## src/sv/kcg_pkg.sv

```systemverilog
// Shared widths, register indexes and controller/datapath structs of the combination generator.
package kcg_pkg;

   localparam int N_TOTAL_W  = 6;
   localparam int K_CHOOSE_W = 5;
   localparam int VALUE_W    = 6;
   localparam int CSR_IDX_W  = 2;
   localparam int CSR_DATA_W = 6;

   localparam int DEF_MAX_N = 32;
   localparam int DEF_MAX_K = 16;

   localparam logic [N_TOTAL_W-1:0]  N_TOTAL_RESET  = 6'd4;
   localparam logic [K_CHOOSE_W-1:0] K_CHOOSE_RESET = 5'd2;

   localparam logic [CSR_IDX_W-1:0] CSR_N_TOTAL  = 2'd0;
   localparam logic [CSR_IDX_W-1:0] CSR_K_CHOOSE = 2'd1;

   typedef struct packed {
      logic start;      // first combination: refill from position 0
      logic scan_load;  // begin scan at the top position
      logic scan_dec;   // move scan one position down
      logic pivot;      // scan hit: latch pivot, rewind to position 0
      logic emit;       // send one element
      logic exh;        // send the exhausted item
   } kcg_cmd_type;

   typedef struct packed {
      logic k_bad;      // k is zero or above n
      logic scan_hit;   // element under scan is below its ceiling
      logic idx_zero;
      logic idx_last;
      logic out_free;   // output register can take an item this cycle
      logic cfg_hit;    // a valid register is being written
   } kcg_status_type;

endpackage

```

## src/sv/kcg_if.sv

```systemverilog
// Channel interfaces: request, response and register write.
interface kcg_req_if import kcg_pkg::*; ();
   logic valid;
   logic ready;
   logic restart;

   modport source (output valid, output restart, input ready);
   modport sink   (input valid, input restart, output ready);
endinterface

interface kcg_rsp_if import kcg_pkg::*; ();
   logic               valid;
   logic               ready;
   logic [VALUE_W-1:0] element_value;
   logic               last_of_combination;
   logic               exhausted;

   modport source (output valid, output element_value, output last_of_combination,
                   output exhausted, input ready);
   modport sink   (input valid, input element_value, input last_of_combination,
                   input exhausted, output ready);
endinterface

interface kcg_csr_if import kcg_pkg::*; ();
   logic                  valid;
   logic                  ready;
   logic [CSR_IDX_W-1:0]  index;
   logic [CSR_DATA_W-1:0] data;

   modport source (output valid, output index, output data, input ready);
   modport sink   (input valid, input index, input data, output ready);
endinterface

```

## src/sv/kcg_dp.sv

```systemverilog
// Datapath: registers, element memory, scan compare, refill and output register.
module kcg_dp import kcg_pkg::*; #(
   parameter int MAX_N = DEF_MAX_N,
   parameter int MAX_K = DEF_MAX_K
) (
   input  logic           clock,
   input  logic           reset,
   kcg_csr_if.sink        csr,
   kcg_rsp_if.source      rsp,
   input  kcg_cmd_type    cmd,
   output kcg_status_type st
);

   localparam int IDX_W = (MAX_K > 1) ? $clog2(MAX_K) : 1;

   logic [N_TOTAL_W-1:0]  n_total_ff;
   logic [K_CHOOSE_W-1:0] k_choose_ff;
   logic [N_TOTAL_W-1:0]  n_eff;
   logic [K_CHOOSE_W-1:0] k_eff;

   logic [IDX_W-1:0]   idx_ff, idx_in;
   logic [IDX_W-1:0]   pivot_ff;
   logic               fresh_ff;
   logic [VALUE_W-1:0] last_val_ff;
   logic [VALUE_W-1:0] rd_ff;
   logic [VALUE_W-1:0] mem [MAX_K];

   logic [VALUE_W-1:0] value;
   logic               mem_we;
   logic [6:0]         ceiling;

   logic               rsp_valid_ff, rsp_valid_in;
   logic [VALUE_W-1:0] rsp_value_ff;
   logic               rsp_last_ff;
   logic               rsp_exh_ff;

   // register file
   assign csr.ready = 1'b1;

   always_ff @(posedge clock) begin
      if (reset) begin
         n_total_ff  <= N_TOTAL_RESET;
         k_choose_ff <= K_CHOOSE_RESET;
      end else if (csr.valid && csr.ready) begin
         if (csr.index == CSR_N_TOTAL) begin
            n_total_ff <= csr.data;
         end
         if (csr.index == CSR_K_CHOOSE) begin
            k_choose_ff <= csr.data[K_CHOOSE_W-1:0];
         end
      end
   end

   assign n_eff = (7'(n_total_ff) > 7'(MAX_N)) ? N_TOTAL_W'(MAX_N) : n_total_ff;
   assign k_eff = (7'(k_choose_ff) > 7'(MAX_K)) ? K_CHOOSE_W'(MAX_K) : k_choose_ff;

   assign ceiling = 7'(n_eff) - 7'(k_eff) + 7'(idx_ff) + 7'd1;

   assign st.k_bad    = (k_eff == '0) || (7'(k_eff) > 7'(n_eff));
   assign st.scan_hit = 7'(rd_ff) < ceiling;
   assign st.idx_zero = (idx_ff == '0);
   assign st.idx_last = (7'(idx_ff) == 7'(k_eff) - 7'd1);
   assign st.out_free = !rsp_valid_ff || rsp.ready;
   assign st.cfg_hit  = csr.valid && csr.ready &&
                        ((csr.index == CSR_N_TOTAL) || (csr.index == CSR_K_CHOOSE));

   // below the pivot the stored value stands; at and above it the tail is refilled
   always_comb begin
      if (idx_ff < pivot_ff) begin
         value = rd_ff;
      end else if (idx_ff == pivot_ff && !fresh_ff) begin
         value = rd_ff + VALUE_W'(1);
      end else begin
         value = last_val_ff + VALUE_W'(1);
      end
   end

   assign mem_we = cmd.emit && (idx_ff >= pivot_ff);

   always_comb begin
      idx_in = idx_ff;
      priority if (cmd.start || cmd.pivot) begin
         idx_in = '0;
      end else if (cmd.scan_load) begin
         idx_in = IDX_W'(k_eff - K_CHOOSE_W'(1));
      end else if (cmd.scan_dec) begin
         idx_in = idx_ff - IDX_W'(1);
      end else if (cmd.emit) begin
         idx_in = st.idx_last ? '0 : idx_ff + IDX_W'(1);
      end
   end

   always_ff @(posedge clock) begin
      if (reset) begin
         idx_ff <= '0;
      end else begin
         idx_ff <= idx_in;
      end
   end

   always_ff @(posedge clock) begin
      if (cmd.start) begin
         pivot_ff    <= '0;
         fresh_ff    <= 1'b1;
         last_val_ff <= '0;
      end else if (cmd.pivot) begin
         pivot_ff <= idx_ff;
         fresh_ff <= 1'b0;
      end else if (cmd.emit) begin
         last_val_ff <= value;
      end
   end

   // element store: one write, one registered read a cycle; read tracks idx
   always_ff @(posedge clock) begin
      if (mem_we) begin
         mem[idx_ff] <= value;
      end
      rd_ff <= mem[idx_in];
   end

   // output register
   always_comb begin
      rsp_valid_in = rsp_valid_ff;
      if (cmd.emit || cmd.exh) begin
         rsp_valid_in = 1'b1;
      end else if (rsp.ready) begin
         rsp_valid_in = 1'b0;
      end
   end

   always_ff @(posedge clock) begin
      if (reset) begin
         rsp_valid_ff <= 1'b0;
      end else begin
         rsp_valid_ff <= rsp_valid_in;
      end
   end

   always_ff @(posedge clock) begin
      if (cmd.emit) begin
         rsp_value_ff <= value;
         rsp_last_ff  <= st.idx_last;
         rsp_exh_ff   <= 1'b0;
      end else if (cmd.exh) begin
         rsp_value_ff <= '0;
         rsp_last_ff  <= 1'b1;
         rsp_exh_ff   <= 1'b1;
      end
   end

   assign rsp.valid               = rsp_valid_ff;
   assign rsp.element_value       = rsp_value_ff;
   assign rsp.last_of_combination = rsp_last_ff;
   assign rsp.exhausted           = rsp_exh_ff;

endmodule

```

## src/sv/kcg_ctrl.sv

```systemverilog
// Controller: request handshake, enumeration flags and scan/emit sequencing.
module kcg_ctrl import kcg_pkg::*; (
   input  logic           clock,
   input  logic           reset,
   kcg_req_if.sink        req,
   input  kcg_status_type st,
   output kcg_cmd_type    cmd
);

   typedef enum logic [3:0] {
      ST_IDLE = 4'b0001,
      ST_SCAN = 4'b0010,
      ST_EMIT = 4'b0100,
      ST_EXH  = 4'b1000
   } kcg_state_type;

   kcg_state_type state_ff, state_in;
   logic          started_ff, started_in;
   logic          done_ff, done_in;
   logic          req_fire;

   assign req.ready = (state_ff == ST_IDLE);
   assign req_fire  = req.valid && req.ready;

   always_comb begin
      state_in   = state_ff;
      started_in = started_ff;
      done_in    = done_ff;
      cmd        = '0;
      unique case (state_ff)
         ST_IDLE: begin
            if (req_fire) begin
               if (req.restart || !started_ff) begin
                  started_in = 1'b1;
                  if (st.k_bad) begin
                     done_in  = 1'b1;
                     state_in = ST_EXH;
                  end else begin
                     done_in   = 1'b0;
                     cmd.start = 1'b1;
                     state_in  = ST_EMIT;
                  end
               end else if (done_ff) begin
                  state_in = ST_EXH;
               end else begin
                  cmd.scan_load = 1'b1;
                  state_in      = ST_SCAN;
               end
            end
         end
         ST_SCAN: begin
            if (st.scan_hit) begin
               cmd.pivot = 1'b1;
               state_in  = ST_EMIT;
            end else if (st.idx_zero) begin
               done_in  = 1'b1;
               state_in = ST_EXH;
            end else begin
               cmd.scan_dec = 1'b1;
            end
         end
         ST_EMIT: begin
            if (st.out_free) begin
               cmd.emit = 1'b1;
               if (st.idx_last) begin
                  state_in = ST_IDLE;
               end
            end
         end
         ST_EXH: begin
            if (st.out_free) begin
               cmd.exh  = 1'b1;
               state_in = ST_IDLE;
            end
         end
         default: begin
            state_in = ST_IDLE;
         end
      endcase
      // write registers only in idle (unchecked); writes restart enumeration
      if (st.cfg_hit) begin
         started_in = 1'b0;
         done_in    = 1'b0;
      end
   end

   always_ff @(posedge clock) begin
      if (reset) begin
         state_ff   <= ST_IDLE;
         started_ff <= 1'b0;
         done_ff    <= 1'b0;
      end else begin
         state_ff   <= state_in;
         started_ff <= started_in;
         done_ff    <= done_in;
      end
   end

   a_one_output_cmd: assert property (@(posedge clock) disable iff (reset)
      !(cmd.emit && cmd.exh))
      else $error("emit and exhausted issued together");

   a_scan_exit: assert property (@(posedge clock) disable iff (reset)
      (state_ff == ST_SCAN) |=>
         (state_ff == ST_SCAN) || (state_ff == ST_EMIT) || (state_ff == ST_EXH))
      else $error("scan left to an unexpected state");

   a_cfg_clears: assert property (@(posedge clock) disable iff (reset)
      st.cfg_hit |=> !started_ff && !done_ff)
      else $error("register write did not restart enumeration");

   a_done_exh: assert property (@(posedge clock) disable iff (reset)
      (req_fire && !req.restart && started_ff && done_ff) |=> (state_ff == ST_EXH))
      else $error("request after the end did not give exhausted item");

   a_emit_needs_start: assert property (@(posedge clock) disable iff (reset)
      cmd.emit |-> started_ff && !done_ff)
      else $error("element sent without a live combination");

endmodule

```

## src/sv/k_combination_generator_core.sv

```systemverilog
// Top level of the k-combination generator: emits the k elements of the next
// combination of 1..n in lexicographic order for each request item, or one
// exhausted item when none remain. A restart item (or the first request after
// reset or a register write) refills the combination from position 0 and emits
// it; a next item first scans the stored combination from the top position
// down, one element a cycle through the element memory, then emits the k
// elements from position 0. A full scan that finds no element below its
// ceiling gives the exhausted result. One item is worked on at a time; a new
// request is taken once the last result is in the output register. The
// element store needs no clearing pass after reset.
module k_combination_generator_core import kcg_pkg::*; #(
   parameter int MAX_N = DEF_MAX_N,
   parameter int MAX_K = DEF_MAX_K
) (
   input logic        clock,
   input logic        reset,
   kcg_req_if.sink    req_ch,
   kcg_rsp_if.source  rsp_ch,
   kcg_csr_if.sink    csr_ch
);

   kcg_cmd_type    cmd;
   kcg_status_type st;

   kcg_ctrl u_ctrl (
      .clock (clock),
      .reset (reset),
      .req   (req_ch),
      .st    (st),
      .cmd   (cmd)
   );

   kcg_dp #(
      .MAX_N (MAX_N),
      .MAX_K (MAX_K)
   ) u_dp (
      .clock (clock),
      .reset (reset),
      .csr   (csr_ch),
      .rsp   (rsp_ch),
      .cmd   (cmd),
      .st    (st)
   );

endmodule

```

## src/flat_wrapper.sv

```systemverilog
// flat-port wrapper written by rule: the top's interface ports become plain ports
module k_combination_generator_core_flat import kcg_pkg::*;
#(
   parameter int MAX_N = DEF_MAX_N,
   parameter int MAX_K = DEF_MAX_K
)
  (clock, reset, req_ch_valid, req_ch_restart, req_ch_ready, rsp_ch_valid, rsp_ch_element_value, rsp_ch_last_of_combination, rsp_ch_exhausted, rsp_ch_ready, csr_ch_valid, csr_ch_index, csr_ch_data, csr_ch_ready);
  kcg_req_if req_ch_i ();
  kcg_rsp_if rsp_ch_i ();
  kcg_csr_if csr_ch_i ();
  input logic clock;
  input logic reset;
  input wire logic [$bits(req_ch_i.valid)-1:0] req_ch_valid;
  input wire logic [$bits(req_ch_i.restart)-1:0] req_ch_restart;
  output wire logic [$bits(req_ch_i.ready)-1:0] req_ch_ready;
  output wire logic [$bits(rsp_ch_i.valid)-1:0] rsp_ch_valid;
  output wire logic [$bits(rsp_ch_i.element_value)-1:0] rsp_ch_element_value;
  output wire logic [$bits(rsp_ch_i.last_of_combination)-1:0] rsp_ch_last_of_combination;
  output wire logic [$bits(rsp_ch_i.exhausted)-1:0] rsp_ch_exhausted;
  input wire logic [$bits(rsp_ch_i.ready)-1:0] rsp_ch_ready;
  input wire logic [$bits(csr_ch_i.valid)-1:0] csr_ch_valid;
  input wire logic [$bits(csr_ch_i.index)-1:0] csr_ch_index;
  input wire logic [$bits(csr_ch_i.data)-1:0] csr_ch_data;
  output wire logic [$bits(csr_ch_i.ready)-1:0] csr_ch_ready;
  assign req_ch_i.valid = req_ch_valid;
  assign req_ch_i.restart = req_ch_restart;
  assign req_ch_ready = req_ch_i.ready;
  assign rsp_ch_valid = rsp_ch_i.valid;
  assign rsp_ch_element_value = rsp_ch_i.element_value;
  assign rsp_ch_last_of_combination = rsp_ch_i.last_of_combination;
  assign rsp_ch_exhausted = rsp_ch_i.exhausted;
  assign rsp_ch_i.ready = rsp_ch_ready;
  assign csr_ch_i.valid = csr_ch_valid;
  assign csr_ch_i.index = csr_ch_index;
  assign csr_ch_i.data = csr_ch_data;
  assign csr_ch_ready = csr_ch_i.ready;
  k_combination_generator_core #(.MAX_N(MAX_N), .MAX_K(MAX_K)) u_core (.clock(clock), .reset(reset), .req_ch(req_ch_i), .rsp_ch(rsp_ch_i), .csr_ch(csr_ch_i));
endmodule
```

## config.mk

```make
export PLATFORM = sky130hd
export DESIGN_NAME = k_combination_generator_core_flat
export DESIGN_NICKNAME = d
export VERILOG_FILES = /design/src/sv/kcg_pkg.sv /design/src/sv/kcg_if.sv /design/src/sv/kcg_dp.sv /design/src/sv/kcg_ctrl.sv /design/src/sv/k_combination_generator_core.sv /design/src/flat_wrapper.sv
export SDC_FILE = /design/constraint.sdc
export NUM_CORES = 1
export LEC_CHECK = 0
export CAP_MARGIN = 5
export CORE_ASPECT_RATIO = 1.75
export CORE_MARGIN = 2
export CORE_UTILIZATION = 50
export CTS_BUF_LIST = sky130_fd_sc_hd__clkbuf_8
export DETAILED_ROUTE_END_ITERATION = 16
export DONT_BUFFER_PORTS = 1
export PLACE_DENSITY = 0.63
export SYNTH_ARGS = -nofsm -noshare
export SYNTH_HDL_FRONTEND = slang
export SYNTH_HIERARCHICAL = 1
export SYNTH_SLANG_ARGS = --single-unit
```

## constraint.sdc

```tcl
create_clock -name clock -period 5.6 [get_ports clock]
set_input_delay 0.56 -clock clock [delete_from_list [all_inputs] [get_ports clock]]
set_output_delay 0.56 -clock clock [all_outputs]
set_load 0.05 [all_outputs]
```

==> results by group <==
Timing
  – Final worst path period share: 94.2%
  – Worst-margin pin slew: 980 ps
  – Worst Hold Margin: 181 ps
  – Final Hold Vio Count: 0
  – Fmax: 0.190 GHz
  – Post-route setup slack: 325 ps
  – Minimum clock period: 5280 ps
  – Final Slew Violations: 0
  – # setup viols final: 0
  – Normalized max-slew margin: 34.2%
  – Worst Clk Skew: 15.0 ps

Synthesis
  – Ys flop type: edfxtp_1
  – Top-area cell type share of the netlist area: 43.2%
  – Post-synth net total: 630
  – Sequential-to-total area share from yosys stat: 54.4%
  – Yosys reg bits: 143
  – Syn avg cell area: 12.3 um2
  – FFs w/ async S/R, synth: 0%
  – Top cells by area, synth: edfxtp_1, mux2i_1, dfxtp_1
  – EDFF count, synth: 103
  – Mapped Area: 0.00716 mm2
  – Synth cell types: 66
  – Leading area contributor after synthesis: edfxtp_1
  – Synth warn: 6
  – Mapped Cells: 581

Cells and area
  – Proportion of layout cells with a drive suffix above 1: 10.8%
  – Fin util: 55.8%
  – Area Growth Syn to Fin: 9.00%
  – # fillers: 1218
  – Post-Layout Cell Count: 779
  – ANT cells: 0
  – Nets@finish: 638

Outcome
  – Outcome: completed

Place
  – GPL Wtd Cong: 0.913
  – Post-DP HPWL: 11.7 mm
  – Placed cell count: 747
  – I/O Buffers: 0
  – Setup slack after placement: 349 ps

Route
  – DRT Pass-1 Iters: 4
  – Number of remaining DRC errors: 0
  – Vias: 4495
  – WL/cell: 20.7 um
  – Via/cell ratio: 5.77
  – ANT nets after route: 0
  – 1st-iter DRT viols: 172
  – Drt total wl: 16.1 mm

Pwr
  – Leakage: 2.89 nW
  – Total Power: 3.38 mW
  – Peak ir drop on the vdd network: 165 uV
  – PD cells: 433 mW/mm2

Worst hold path
  – Hold Crit Depth: 1
  – HP Start: reset
  – Worst hold path class: in2reg

Flow run
  – Max_cap viols: 0

Die
  – Starting Density: 51.2%
  – Die height: 162 um
  – Die area: 0.0153 mm2
  – Core Box Area: 0.0140 mm2
  – I/O pin count: 25
  – Rows: 57
  – Die width: 94.5 um

Clocking
  – H-tree Lvls: 4
  – Clk slew on worst S/H paths: 90 ps
  – Root buffer cell: clkbuf_8
  – Cts hold-fix bufs: 0
  – CTS tree: done
  – Clk buf depth: 2
  – TritonCTS Buffers: 17
  – Clk Latency, worst-skew pair: 440 ps
  – Sink Count: 143

Setup path
  – Reg2reg path depth: 21
  – CP max FO: 36
  – Most common cell on crit path: mux2i_1
  – Cell family with most CP delay: compound AO/OA/AOI/OAI gates
  – Critical Path AT: 5590 ps
  – Worst path depth: 21
  – Critical Path End Type: register
  – Worst stage delay on the critical path: 560 ps
  – Crit-path cells: nand2b_1 -> fa_1 -> inv_1 -> ha_1 -> o21a_1 -> o21ai_0 -> nand2b_1 -> a21o_1 -> a21oi_1 -> xor2_1 -> ha_1 -> nor2b_1 -> o21ai_0 -> nor3_2 -> or4_1 -> o22ai_4 -> buf_12 -> mux2i_1 -> mux2i_1 -> mux2i_1 -> mux2i_1
  – WS Path Type: reg2reg
  – Worst Path Required: 5910 ps
  – Critical path buffer and inverter count: 2
  – Crit. Startpoint: u_core/u_dp/k_choose_ff[4]
  – Crit path launch type: register
  – Worst r2r src: u_core/u_dp/k_choose_ff[4]
  – Worst path slowest cell: or4_1

Global routing
  – Initial antenna violation count: 0
  – Largest net degree at the start of global routing: 37
  – Total grt overflow: 0
  – First-pass GRT wire length: 24.8 mm
  – Vias in the first global route: 4652
  – Gr usage total: 22.0%
## where the power goes
group	switching, mW	internal, mW	leakage (nW)	total [mW]
combinational	0.650	0.355	1.40	1.01
sequential	0.134	1.38	1.27	1.51
clock	0.416	0.449	0.218	0.865
total	1.20	2.18	2.89	3.38
## through the flow
stage / setup TNS (ps) / instance area (um2)
after floorplan: 0 / 7160
after global placement: 0 / 7380
after detailed placement: 0 / 7380
after CTS: 0 / 7800
after global routing: -72.1 / 7810
final: 0 / 7810
## layout make-up
type                    count  area [um2]  share of cell area (%)
multi-input cells         375        3000                    38.4
clock buffers              17         234                    3.00
well taps                 177         221                    2.84
flip-flops and latches    143        3890                    49.9
repair buffers             15         138                    1.76
inverters                  37         139                    1.78
clock inverters            15         185                    2.37
## cell families (layout without fill, tap and decap cells)
| logic type | Yosys count | count (layout) | synth area share, % |
|---|---|---|---|
| flip-flops | 143 | 143 | 54.4 |
| AND/OR/NAND/NOR | 138 | 138 | 9.75 |
| multiplexers | 111 | 111 | 15.6 |
| AO/OA/AOI/OAI | 78 | 78 | 8.00 |
| buffers and inverters | 63 | 84 | 3.98 |
| adder cells (fa/ha/maj) | 35 | 35 | 6.53 |
| XOR/XNOR | 12 | 12 | 1.73 |
| other | 1 | 1 | 0.0524 |
## placed cells by master, fill, tap and decap left out, types with 9 or more instances in the layout
cell type,n
buf_4,13
ha_1,31
nor2_1,50
nor2b_1,10
clkbuf_8,17
a21oi_1,26
inv_1,35
mux2i_1,110
edfxtp_1,103
nand2_1,22
nor3_1,10
dfxtp_1,40
o21ai_0,11
xnor2_1,9
nand3_1,11
## cell usage after synthesis (2+ instances only)
| library cell | instances |
|---|---|
| a21oi_1 | 26 |
| o21ai_0 | 11 |
| buf_2 | 7 |
| inv_2 | 3 |
| o211ai_1 | 2 |
| buf_4 | 3 |
| mux2i_1 | 110 |
| o21a_1 | 6 |
| nand4_1 | 3 |
| o32ai_1 | 3 |
| or4b_1 | 2 |
| dfxtp_1 | 40 |
| edfxtp_1 | 103 |
| xnor2_1 | 9 |
| o22a_1 | 2 |
| inv_1 | 33 |
| ha_1 | 31 |
| fa_1 | 4 |
| a21o_1 | 4 |
| clkbuf_1 | 10 |
| and4b_1 | 2 |
| nand2_1 | 22 |
| xor2_1 | 2 |
| a211oi_1 | 2 |
| nor2b_1 | 10 |
| nor3_1 | 11 |
| a31oi_1 | 2 |
| and2_1 | 3 |
| a21boi_0 | 3 |
| nor3_2 | 2 |
| and3_1 | 2 |
| nand3_1 | 11 |
| a211o_1 | 4 |
| nor3b_1 | 3 |
| buf_6 | 3 |
| nor2_1 | 50 |
| nand2b_1 | 8 |
## per-layer routing
layer  vias up  wire (um)  GRT usage [%]
met2        95       8770           39.8
met1      2229       6180           23.4
met5         -          0              0
met4         0        769           12.6
met3        45        383           3.76
li1       2126          -              -
## state kept, by name, indices dropped and copies added, names as in the netlist
name and flops:
u_core/u_ctrl/state_ff 4, u_core/u_dp/idx_ff 4, u_core/u_ctrl/started_ff 1, u_core/u_dp/mem 96, u_core/u_dp/last_val_ff 6, u_core/u_dp/pivot_ff 4
u_core/u_dp/rsp.last_of_combination 1, u_core/u_ctrl/done_ff 1, u_core/u_dp/k_choose_ff 5, u_core/u_dp/rsp.exhausted 1, u_core/u_dp/rsp.element_value 6, u_core/u_dp/n_total_ff 6
u_core/u_dp/fresh_ff 1, u_core/u_dp/rsp.valid 1, u_core/u_dp/rd_ff 6
## worst paths after layout
check / to / slack (ps)
max: u_core/u_dp/rd_ff[2] / 320
min: u_core/u_dp/rsp.valid / 180
max reg2reg: u_core/u_dp/rd_ff[2] / 320
min reg2reg: u_core/u_dp/pivot_ff[2] / 500
## timing repair
action / in CTS / in global routing
resized for setup: 0 / 1
setup endpoints to repair: 0 / 6
buffers inserted: 0 / 0
No activity file was read; power rests on OpenSTA's default activity.
